==> config.mk <==
export PLATFORM = sky130hd
export DESIGN_NAME = sawtooth_voice_with_release
export DESIGN_NICKNAME = d
export VERILOG_FILES = /design/src/sv/svr_pkg.sv /design/src/sv/svr_ctrl.sv /design/src/sv/svr_datapath.sv /design/src/sv/sawtooth_voice_with_release.sv
export SDC_FILE = /design/constraint.sdc
export NUM_CORES = 2
export LEC_CHECK = 0
export BUFFER_PORTS_ARGS = -buffer_cell sky130_fd_sc_hd__buf_2
export CAP_MARGIN = 10
export CORE_MARGIN = 2
export CORE_UTILIZATION = 60
export CTS_CLUSTER_DIAMETER = 100
export CTS_CLUSTER_SIZE = 20
export DETAILED_ROUTE_END_ITERATION = 6
export PLACE_DENSITY = 0.76
export RECOVER_POWER = 100
export SLEW_MARGIN = 20
export SYNTH_ARGS = -nofsm -noshare
export SYNTH_HDL_FRONTEND = slang
export SYNTH_SLANG_ARGS = --single-unit
==> constraint.sdc <==
create_clock -name i_clk -period 21.3 [get_ports i_clk]
set_input_delay 2.13 -clock i_clk [delete_from_list [all_inputs] [get_ports i_clk]]
set_output_delay 2.13 -clock i_clk [all_outputs]
set_load 0.1 [all_outputs]
==> src/sv/svr_pkg.sv <==
// ============================================================================
// svr_pkg
// Shared types, codes and fixed-point constants of the sawtooth voice.
// ============================================================================
package svr_pkg;

    // Default build parameters
    localparam int DEF_SAMPLE_RATE = 48000;
    localparam int DEF_PHASE_BITS  = 32;

    // Number of MIDI notes covered by the step table
    localparam int NOTE_COUNT = 128;

    // Input opcodes
    localparam logic [1:0] OPC_TICK     = 2'd0;
    localparam logic [1:0] OPC_NOTE_ON  = 2'd1;
    localparam logic [1:0] OPC_NOTE_OFF = 2'd2;

    // Fixed-point constants
    localparam logic [16:0] UNITY_Q15   = 17'd32768;    // 1.0 in Q1.15
    localparam logic [15:0] TAIL_START  = 16'd32768;    // release starts at 1.0
    localparam logic [15:0] DECAY_Q15   = 16'd32440;    // 0.99
    localparam logic [15:0] FLOOR_Q15   = 16'd1638;     // 0.05
    localparam logic [15:0] ROUND_Q15   = 16'd16384;    // half of one Q.15 step
    localparam logic [31:0] TWO_PI_Q29  = 32'd3373259426;

    // One octave of semitone ratios, Q1.24
    localparam bit [24:0] SEMITONE_Q24 [12] = '{
        25'd16777216, 25'd17774841, 25'd18831788, 25'd19951585,
        25'd21137968, 25'd22394897, 25'd23726566, 25'd25137421,
        25'd26632170, 25'd28215802, 25'd29893600, 25'd31671166
    };

    // Payload of one input item
    typedef struct packed {
        logic [1:0] opcode;
        logic [6:0] note_number;
        logic       allow_tail_off;
    } t_in_item;

    // Payload of one result item
    typedef struct packed {
        logic signed [16:0] sample_out;
        logic               voice_active;
    } t_out_item;

    // Controller states
    typedef enum logic [2:0] {
        ST_IDLE,
        ST_TAIL,
        ST_RAMP,
        ST_LEVEL,
        ST_GAIN,
        ST_DONE
    } t_state;

    // Operand selection of the shared multiplier
    typedef enum logic [1:0] {
        MUL_TAIL,
        MUL_RAMP,
        MUL_LEVEL,
        MUL_GAIN
    } t_mul_sel;

    // Commands from controller to datapath
    typedef struct packed {
        logic     note_on;
        logic     note_off_release;
        logic     note_off_stop;
        logic     mul_en;
        t_mul_sel mul_sel;
        logic     finish;
    } t_cmd;

    // Status from datapath to controller
    typedef struct packed {
        logic sounding;
        logic releasing;
        logic out_free;
    } t_status;

endpackage

==> src/sv/svr_ctrl.sv <==
// ============================================================================
// svr_ctrl
// Sequencer: takes items, steps the shared multiplier through one sample
// and commits the result when the output register can take it.
// ============================================================================
module svr_ctrl (
    input  logic            i_clk,
    input  logic            i_rst_n,
    input  logic            i_in_valid,
    input  logic [1:0]      i_opcode,
    input  logic            i_allow_tail_off,
    input  svr_pkg::t_status i_status,
    output logic            o_in_ready,
    output svr_pkg::t_cmd   o_cmd
);
    import svr_pkg::*;

    t_state r_state;
    t_state n_state;

    // State register
    always_ff @(posedge i_clk) begin
        if (!i_rst_n) begin
            r_state <= ST_IDLE;
        end else begin
            r_state <= n_state;
        end
    end

    // Next state and commands
    always_comb begin
        n_state    = r_state;
        o_in_ready = 1'b0;
        o_cmd      = '0;
        o_cmd.mul_sel = MUL_TAIL;
        case (r_state)
            ST_IDLE: begin
                o_in_ready = 1'b1;
                if (i_in_valid) begin
                    case (i_opcode)
                        OPC_TICK: begin
                            // silent voice goes straight to the result
                            if (!i_status.sounding) begin
                                n_state = ST_DONE;
                            end else if (i_status.releasing) begin
                                n_state = ST_TAIL;
                            end else begin
                                n_state = ST_RAMP;
                            end
                        end
                        OPC_NOTE_ON: begin
                            o_cmd.note_on = 1'b1;
                        end
                        OPC_NOTE_OFF: begin
                            o_cmd.note_off_release = i_allow_tail_off;
                            o_cmd.note_off_stop    = !i_allow_tail_off;
                        end
                        default: begin
                            // unused opcode: drop the item
                        end
                    endcase
                end
            end
            ST_TAIL: begin
                o_cmd.mul_en  = 1'b1;
                o_cmd.mul_sel = MUL_TAIL;
                n_state       = ST_RAMP;
            end
            ST_RAMP: begin
                o_cmd.mul_en  = 1'b1;
                o_cmd.mul_sel = MUL_RAMP;
                n_state       = ST_LEVEL;
            end
            ST_LEVEL: begin
                o_cmd.mul_en  = 1'b1;
                o_cmd.mul_sel = MUL_LEVEL;
                n_state       = ST_GAIN;
            end
            ST_GAIN: begin
                o_cmd.mul_en  = 1'b1;
                o_cmd.mul_sel = MUL_GAIN;
                n_state       = ST_DONE;
            end
            ST_DONE: begin
                // hold until the output register is free
                if (i_status.out_free) begin
                    o_cmd.finish = 1'b1;
                    n_state      = ST_IDLE;
                end
            end
            default: begin
                n_state = ST_IDLE;
            end
        endcase
    end

endmodule

==> src/sv/svr_datapath.sv <==
// ============================================================================
// svr_datapath
// Voice state, note step table, shared multiplier and output register.
// ============================================================================
module svr_datapath #(
    parameter int SAMPLE_RATE = svr_pkg::DEF_SAMPLE_RATE,
    parameter int PHASE_BITS  = svr_pkg::DEF_PHASE_BITS
) (
    input  logic               i_clk,
    input  logic               i_rst_n,
    input  svr_pkg::t_in_item  i_in_item,
    input  svr_pkg::t_cmd      i_cmd,
    input  logic               i_cfg_we,
    input  logic [15:0]        i_cfg_data,
    input  logic               i_out_ready,
    output svr_pkg::t_status   o_status,
    output logic               o_out_valid,
    output svr_pkg::t_out_item o_out_item
);
    import svr_pkg::*;

    // Voice state
    logic [PHASE_BITS-1:0] r_phase;
    logic [PHASE_BITS-1:0] r_step;
    logic [15:0]           r_tail;
    logic                  r_releasing;
    logic                  r_sounding;
    logic [15:0]           r_level;

    // Working registers
    logic signed [65:0]    r_prod;
    logic [15:0]           r_tail_next;

    // Output register
    logic                  r_out_valid;
    t_out_item             r_out_item;

    logic [PHASE_BITS-1:0] w_step_rom [NOTE_COUNT];
    logic [31:0]           w_phase32;
    logic signed [30:0]    w_wrap;
    logic [16:0]           w_level;
    logic [16:0]           w_gain;
    logic signed [32:0]    w_mul_a;
    logic signed [32:0]    w_mul_b;
    logic signed [65:0]    w_prod;
    logic [30:0]           w_tail_sum;
    logic                  w_tail_end;

    // Phase step table, built at elaboration from the semitone ratios
    for (genvar gi = 0; gi < NOTE_COUNT; gi++) begin : g_step
        localparam int unsigned Key  = gi + 3;
        localparam int unsigned Oct  = Key / 12;
        localparam bit [63:0]   Num  = 64'(440) * 64'(SEMITONE_Q24[Key % 12]);
        localparam bit [63:0]   Quot = (Num << 29) / SAMPLE_RATE;
        localparam int unsigned Sh   = 59 - Oct - PHASE_BITS;
        localparam bit [63:0]   Rnd  = (Quot + (64'd1 << (Sh - 1))) >> Sh;
        assign w_step_rom[gi] = Rnd[PHASE_BITS-1:0];
    end

    // Wrap phase to a half cycle: the low 31 bits of the 32-bit phase, signed
    assign w_phase32 = 32'(r_phase) << (32 - PHASE_BITS);
    assign w_wrap    = $signed(w_phase32[30:0]);

    // Level clamped to unity, gain is the tail only while releasing
    assign w_level = (r_level > UNITY_Q15) ? UNITY_Q15 : {1'b0, r_level};
    assign w_gain  = r_releasing ? {1'b0, r_tail} : UNITY_Q15;

    // Shared multiplier operand selection
    always_comb begin
        w_mul_a = '0;
        w_mul_b = '0;
        case (i_cmd.mul_sel)
            MUL_TAIL: begin
                w_mul_a = {17'd0, r_tail};
                w_mul_b = {17'd0, DECAY_Q15};
            end
            MUL_RAMP: begin
                w_mul_a = {{2{w_wrap[30]}}, w_wrap};
                w_mul_b = {1'b0, TWO_PI_Q29};
            end
            MUL_LEVEL: begin
                // ramp = floor(wrap * 2pi / 2^46)
                w_mul_a = {{16{r_prod[62]}}, r_prod[62:46]};
                w_mul_b = {16'd0, w_level};
            end
            MUL_GAIN: begin
                w_mul_a = {r_prod[31], r_prod[31:0]};
                w_mul_b = {16'd0, w_gain};
            end
            default: begin
                w_mul_a = '0;
                w_mul_b = '0;
            end
        endcase
    end

    assign w_prod = w_mul_a * w_mul_b;

    // Decayed tail, rounded back to Q.15
    assign w_tail_sum = r_prod[30:0] + 31'(ROUND_Q15);
    assign w_tail_end = (r_tail_next <= FLOOR_Q15);

    // Product and decayed tail registers
    always_ff @(posedge i_clk) begin
        if (i_cmd.mul_en) begin
            r_prod <= w_prod;
        end
        if (i_cmd.mul_en && (i_cmd.mul_sel == MUL_RAMP)) begin
            r_tail_next <= w_tail_sum[30:15];
        end
    end

    // Level register
    always_ff @(posedge i_clk) begin
        if (!i_rst_n) begin
            r_level <= '0;
        end else if (i_cfg_we) begin
            r_level <= i_cfg_data;
        end
    end

    // Voice state update
    always_ff @(posedge i_clk) begin
        if (!i_rst_n) begin
            r_phase     <= '0;
            r_step      <= '0;
            r_tail      <= '0;
            r_releasing <= 1'b0;
            r_sounding  <= 1'b0;
        end else if (i_cmd.note_on) begin
            r_phase     <= '0;
            r_step      <= w_step_rom[i_in_item.note_number];
            r_tail      <= '0;
            r_releasing <= 1'b0;
            r_sounding  <= 1'b1;
        end else if (i_cmd.note_off_release) begin
            if (r_sounding && !r_releasing) begin
                r_releasing <= 1'b1;
                r_tail      <= TAIL_START;
            end
        end else if (i_cmd.note_off_stop) begin
            r_phase     <= '0;
            r_tail      <= '0;
            r_releasing <= 1'b0;
            r_sounding  <= 1'b0;
        end else if (i_cmd.finish && r_sounding) begin
            r_phase <= r_phase + r_step;
            if (r_releasing) begin
                if (w_tail_end) begin
                    r_sounding  <= 1'b0;
                    r_releasing <= 1'b0;
                    r_tail      <= '0;
                    r_step      <= '0;
                end else begin
                    r_tail <= r_tail_next;
                end
            end
        end
    end

    // Output register: load on finish, drop once taken
    always_ff @(posedge i_clk) begin
        if (!i_rst_n) begin
            r_out_valid <= 1'b0;
        end else if (i_cmd.finish) begin
            r_out_valid <= 1'b1;
        end else if (i_out_ready) begin
            r_out_valid <= 1'b0;
        end
    end

    always_ff @(posedge i_clk) begin
        if (i_cmd.finish) begin
            if (r_sounding) begin
                r_out_item.sample_out   <= r_prod[46:30];
                r_out_item.voice_active <= 1'b1;
            end else begin
                r_out_item.sample_out   <= '0;
                r_out_item.voice_active <= 1'b0;
            end
        end
    end

    assign o_out_valid = r_out_valid;
    assign o_out_item  = r_out_item;

    assign o_status.sounding  = r_sounding;
    assign o_status.releasing = r_releasing;
    assign o_status.out_free  = !r_out_valid || i_out_ready;

endmodule

==> src/sv/sawtooth_voice_with_release.sv <==
// ============================================================================
// sawtooth_voice_with_release
// One sawtooth synthesizer voice with an exponential release tail.
// ============================================================================
// Usage:
//   Input channel (i_in_valid / o_in_ready, i_in_item): one item per tick,
//   note on or note off. Note on and note off take effect in the cycle they
//   are accepted and give no result. A tick gives exactly one result item
//   on the output channel (o_out_valid / i_out_ready, o_out_item).
//   Configuration channel (i_cfg_valid / o_cfg_ready, i_cfg_data) writes
//   the Q1.15 output level; it is always ready. The user must write it
//   only while idle; the block does not enforce this. A tick on a sounding
//   voice runs three multiplies (four while releasing) through the one
//   shared 33x33 multiplier in states RAMP, LEVEL, GAIN (TAIL first while
//   releasing), then DONE registers its result; a tick on a silent voice
//   goes straight to DONE. The next item is accepted the cycle after the
//   result is registered; note commands are taken at one per cycle in IDLE.
//   A stalled receiver holds the result in the output register; the voice
//   still takes note commands, and a further tick waits for the register.
//   Reset (i_rst_n low, synchronous) silences the voice, clears phase, step,
//   tail and level, and empties the output register.
// ============================================================================
module sawtooth_voice_with_release #(
    parameter int SAMPLE_RATE = svr_pkg::DEF_SAMPLE_RATE,
    parameter int PHASE_BITS  = svr_pkg::DEF_PHASE_BITS
) (
    input  logic               i_clk,
    input  logic               i_rst_n,
    input  logic               i_in_valid,
    output logic               o_in_ready,
    input  svr_pkg::t_in_item  i_in_item,
    output logic               o_out_valid,
    input  logic               i_out_ready,
    output svr_pkg::t_out_item o_out_item,
    input  logic               i_cfg_valid,
    output logic               o_cfg_ready,
    input  logic [15:0]        i_cfg_data
);
    import svr_pkg::*;

    t_cmd    w_cmd;
    t_status w_status;

    // Level writes never stall
    assign o_cfg_ready = 1'b1;

    // Sequencer
    svr_ctrl u_ctrl (
        .i_clk            (i_clk),
        .i_rst_n          (i_rst_n),
        .i_in_valid       (i_in_valid),
        .i_opcode         (i_in_item.opcode),
        .i_allow_tail_off (i_in_item.allow_tail_off),
        .i_status         (w_status),
        .o_in_ready       (o_in_ready),
        .o_cmd            (w_cmd)
    );

    // Voice datapath
    svr_datapath #(
        .SAMPLE_RATE (SAMPLE_RATE),
        .PHASE_BITS  (PHASE_BITS)
    ) u_datapath (
        .i_clk       (i_clk),
        .i_rst_n     (i_rst_n),
        .i_in_item   (i_in_item),
        .i_cmd       (w_cmd),
        .i_cfg_we    (i_cfg_valid && o_cfg_ready),
        .i_cfg_data  (i_cfg_data),
        .i_out_ready (i_out_ready),
        .o_status    (w_status),
        .o_out_valid (o_out_valid),
        .o_out_item  (o_out_item)
    );

endmodule

==> summary.txt <==
GLOBAL ROUTING
---------------------------------------------------------------------------------
Leftover overflow at the end of global routing                                  0
Via count of the first global-routing pass                                 32.31k
Maximum number of pins on one net before global-route repair                  110
Total global-route track usage                                             36.82%
Antenna violations before repair                                                3
Wire length of the first global-routing pass                            186500 um

DRT
---------------------------------------------------------------------------------
Via-to-Cell Ratio                                                           6.048
Average routed wire per standard cell                                    23.01 um
Starting DRT DRC Count                                                       3255
Via count of the routed design                                             31.07k
Final ANT Viol Nets                                                             0
Final WL                                                                118200 um
Pre-Repair DR Iteration Count                                                   6
# DRC                                                                           0

YOSYS
---------------------------------------------------------------------------------
Post-synth net total                                                         5398
Post-synthesis instance area                                         0.03893 sq mm
Most frequent cell after synthesis                                   sky130_fd_sc_hd__inv_1
Top cells by instance count after synthesis                          sky130_fd_sc_hd__inv_1 (890), sky130_fd_sc_hd__fa_1 (767), sky130_fd_sc_hd__nor2_1 (557)
Number of synthesized flops with an enable pin                                 97
Total of flip-flops plus latches after synthesis                              197
YS warnings                                                                     0
Top flip-flop cell by instance count after synthesis                 sky130_fd_sc_hd__dfxtp_1
Yosys top cell area share                                                  39.45%
Fraction of synthesis flops using an asynchronous set or reset pin             0%
Gate count after technology mapping                                          4342
Cell accounting for the most synthesized area                        sky130_fd_sc_hd__fa_1
Portion of the post-synthesis area used by sequential elements             12.63%
Cell types occupying the most area after synthesis                   sky130_fd_sc_hd__fa_1 (39%), sky130_fd_sc_hd__inv_1 (8.6%), sky130_fd_sc_hd__ha_1 (8.3%)
Library cells used by synthesis                                                81
Post-synthesis area per instance                                      8.965 sq um

WORST SETUP PATH
---------------------------------------------------------------------------------
Crit-path max cell delay                                                  2.09 ns
Worst flop-to-flop path endpoint                                     u_datapath.r_prod[60]
Worst setup path start                                               u_ctrl.r_state[0]
Worst-path maximum fanout                                                      51
Critical path data arrival time                                          14.82 ns
Critical path destination                                            u_datapath.r_prod[60]
Critical-path top delay cell                                         sky130_fd_sc_hd__and2_0
Nature of the critical path startpoint                                  flip-flop
Required time of the critical path                                       21.62 ns
Worst reg2reg path depth                                                       32
Setup Crit Path Kind                                                 flip-flop to flip-flop
Worst setup EP type                                                     flip-flop
Reg2Reg Launch Point                                                 u_ctrl.r_state[0]
Flop2flop setup slack                                                     6.80 ns
CP dominant cell by count                                            sky130_fd_sc_hd__fa_1

STA
---------------------------------------------------------------------------------
Worst path setup slack after routing                                     6.799 ns
Worst slew pin tran                                                      3.995 ns
Share of the clock period used by the worst path                           68.08%
Final number of setup-violating endpoints                                       0
Unrepaired setup endpoints after global routing                                no
Final Hold Slack                                                        0.4996 ns
Accumulated negative setup slack                                             0 ns
Worst clock skew                                                       0.02219 ns
Achievable clock frequency                                            0.06896 GHz
Count of final max-slew check failures                                        266
Final critical path time including I/O delays and setup                  14.50 ns
Count of final hold-check violations                                            0
Worst rel slew slack                                                      -166.3%

CLOCK TREE
---------------------------------------------------------------------------------
Clock Sinks                                                                   197
Post-CTS Repair Setup Buffers                                                   0
CTS hold repair buffers                                                         0
Clock Pin Slew Worst Setup and Hold Paths                                 0.09 ns
Cells resized by post-CTS repair                                                0
CTS H-Tree Depth                                                                4
Buffer depth of the longest clock path                                          2
Clock buffer count from CTS                                                    17
Library cell used as clock root buffer                               sky130_fd_sc_hd__clkbuf_16
Clk Latency, worst-skew pair                                              0.48 ns
TritonCTS clock tree                                                        built

WORST HOLD PATH
---------------------------------------------------------------------------------
Path category of the worst min-delay check                           flip-flop to flip-flop
Startpoint of the tightest hold check path                           u_datapath.r_step[13]

FLOORPLAN
---------------------------------------------------------------------------------
Die ar.                                                              0.06693 sq mm
Std-Cell Rows                                                                  93
Starting density of the core                                               60.49%
# IOs                                                                          52
DIE HEIGHT                                                               258.7 um
Die Wd                                                                   258.7 um
Core region area                                                     0.06435 sq mm

FINAL LAYOUT
---------------------------------------------------------------------------------
Area taken by multi-input logic gates                                0.03000 sq mm
Fillers                                                                      5350
Number of nets at the end of the flow                                        5325
Flip-flop and latch area                                             0.004915 sq mm
Area growth from synthesis to layout                                       4.481%
Fraction of final layout cells sized beyond drive strength 1               4.180%
Diodes inserted                                                                 0

PLACE
---------------------------------------------------------------------------------
Placer congestion estimate                                                  1.118
Setup Slack @ Placement                                                  10.31 ns
DPL Wire Length                                                          96200 um
Port Buf Inserts                                                               50

RUN STATUS
---------------------------------------------------------------------------------
Violations in the final reports                                      max-capacitance violations, max-slew violations
Run status                                                           finished, violations left

FLOW RUN
---------------------------------------------------------------------------------
# Max-Cap Violations                                                            6

[cell families (layout without fill, tap and decap cells)]
logic type	after synthesis	after routing	synth area share [%]
and+or+nand+nor	1130	1130	12.57
buffers and inverters	1116	1056	10.77
adders and majority gates	1025	1025	47.74
AOI/OAI and AO/OA	703	703	11.94
DFF	197	197	12.63
xor gates and xnor gates	118	118	2.655
muxes	52	52	1.684
other	1	1	0.009634
[sequential cells by signal, summed over array words and instances (netlist names)]
name                    count
u_datapath.r_prod          63
u_datapath.r_phase         31
u_datapath.r_step          31
u_datapath.o_out_item      18
u_datapath.r_level         16
u_datapath.r_tail          16
u_datapath.r_tail_next     16
u_ctrl.r_state              3
u_datapath.o_out_valid      1
u_datapath.r_releasing      1
u_datapath.r_sounding       1
[layout by cell type (no fill, tap or decap), types with 10 or more instances in the layout]
master	netlist	final
sky130_fd_sc_hd__inv_1	890	891
sky130_fd_sc_hd__fa_1	767	767
sky130_fd_sc_hd__nor2_1	557	556
sky130_fd_sc_hd__nand2_1	284	284
sky130_fd_sc_hd__ha_1	258	258
sky130_fd_sc_hd__a21oi_1	198	196
sky130_fd_sc_hd__o21ai_0	105	111
sky130_fd_sc_hd__dfxtp_1	100	100
sky130_fd_sc_hd__edfxtp_1	97	97
sky130_fd_sc_hd__xnor2_1	91	90
sky130_fd_sc_hd__a21o_1	72	72
sky130_fd_sc_hd__buf_4	1	61
sky130_fd_sc_hd__nand3_1	59	59
sky130_fd_sc_hd__nand2b_1	58	58
sky130_fd_sc_hd__a211oi_1	49	44
sky130_fd_sc_hd__a22oi_1	42	40
sky130_fd_sc_hd__mux2i_1	34	34
sky130_fd_sc_hd__clkbuf_1	193	34
sky130_fd_sc_hd__a31oi_1	31	31
sky130_fd_sc_hd__nor2b_1	28	28
sky130_fd_sc_hd__nor3_1	27	27
sky130_fd_sc_hd__xor2_1	27	27
sky130_fd_sc_hd__buf_2	0	27
sky130_fd_sc_hd__and3_1	25	25
sky130_fd_sc_hd__a221o_1	21	21
sky130_fd_sc_hd__nand4_1	20	20
sky130_fd_sc_hd__o21a_1	18	18
sky130_fd_sc_hd__o21bai_1	17	18
sky130_fd_sc_hd__a22o_1	17	17
sky130_fd_sc_hd__clkbuf_16	0	17
sky130_fd_sc_hd__a221oi_1	27	16
sky130_fd_sc_hd__and2_0	1	14
sky130_fd_sc_hd__o211ai_1	14	14
sky130_fd_sc_hd__and2_1	27	14
sky130_fd_sc_hd__o21ai_1	17	11
sky130_fd_sc_hd__o31ai_1	10	11
sky130_fd_sc_hd__or2_2	10	10
sky130_fd_sc_hd__mux4_2	10	10
[worst min path at each step]
stage	depth (start not counted)	end	slack (ns)
6_report	2	u_datapath.r_step[13]	0.50
3_3_place_gp	2	u_datapath.r_step[2]	0.46
4_1_cts	2	u_datapath.r_step[11]	0.50
2_1_floorplan	2	u_datapath.r_step[2]	0.44
5_1_grt	2	u_datapath.r_step[11]	0.51
3_5_place_dp	2	u_datapath.r_step[13]	0.48
[per-layer routing]
metal	GRT usage (%)	share of wire, %
met1	48.67	38
met2	58.43	46
met3	7.306	10
met4	18.00	5.6
met5	0	0.017
[critical path: cells and delay by family (launching register included)]
kind	cells	cell delay, ns
AOI/OAI and AO/OA	9	3.28
buffers and inverters	7	1.84
DFF	1	0.39
adders and majority gates	9	4.45
and+or+nand+nor	7	4.33
[cell type report]
| cell class | instances | area share, % |
|---|---|---|
| Clock buffer | 19 | 1.064 |
| Clock inverter | 13 | 0.3692 |
| Inverter | 904 | 8.346 |
| Timing Repair Buffer | 120 | 1.754 |
| Sequential cell | 197 | 12.08 |
| Multi-Input combinational cell | 3029 | 73.75 |
| Tap cell | 855 | 2.630 |
[through the flow]
stage | utilization [%] | instances | instance area [sq um]
detailed placement | 62.44 | 5105 | 40180
finish | 63.20 | 5137 | 40670
global placement | 62.44 | 5105 | 40180
floorplan | - | 4342 | 38930
global route | 63.20 | 5137 | 40670
CTS | 63.35 | 5137 | 40760
Power is left out: the tool's default activity adds up to more than one toggle a clock period on the data nets, which glitch-free logic cannot reach.
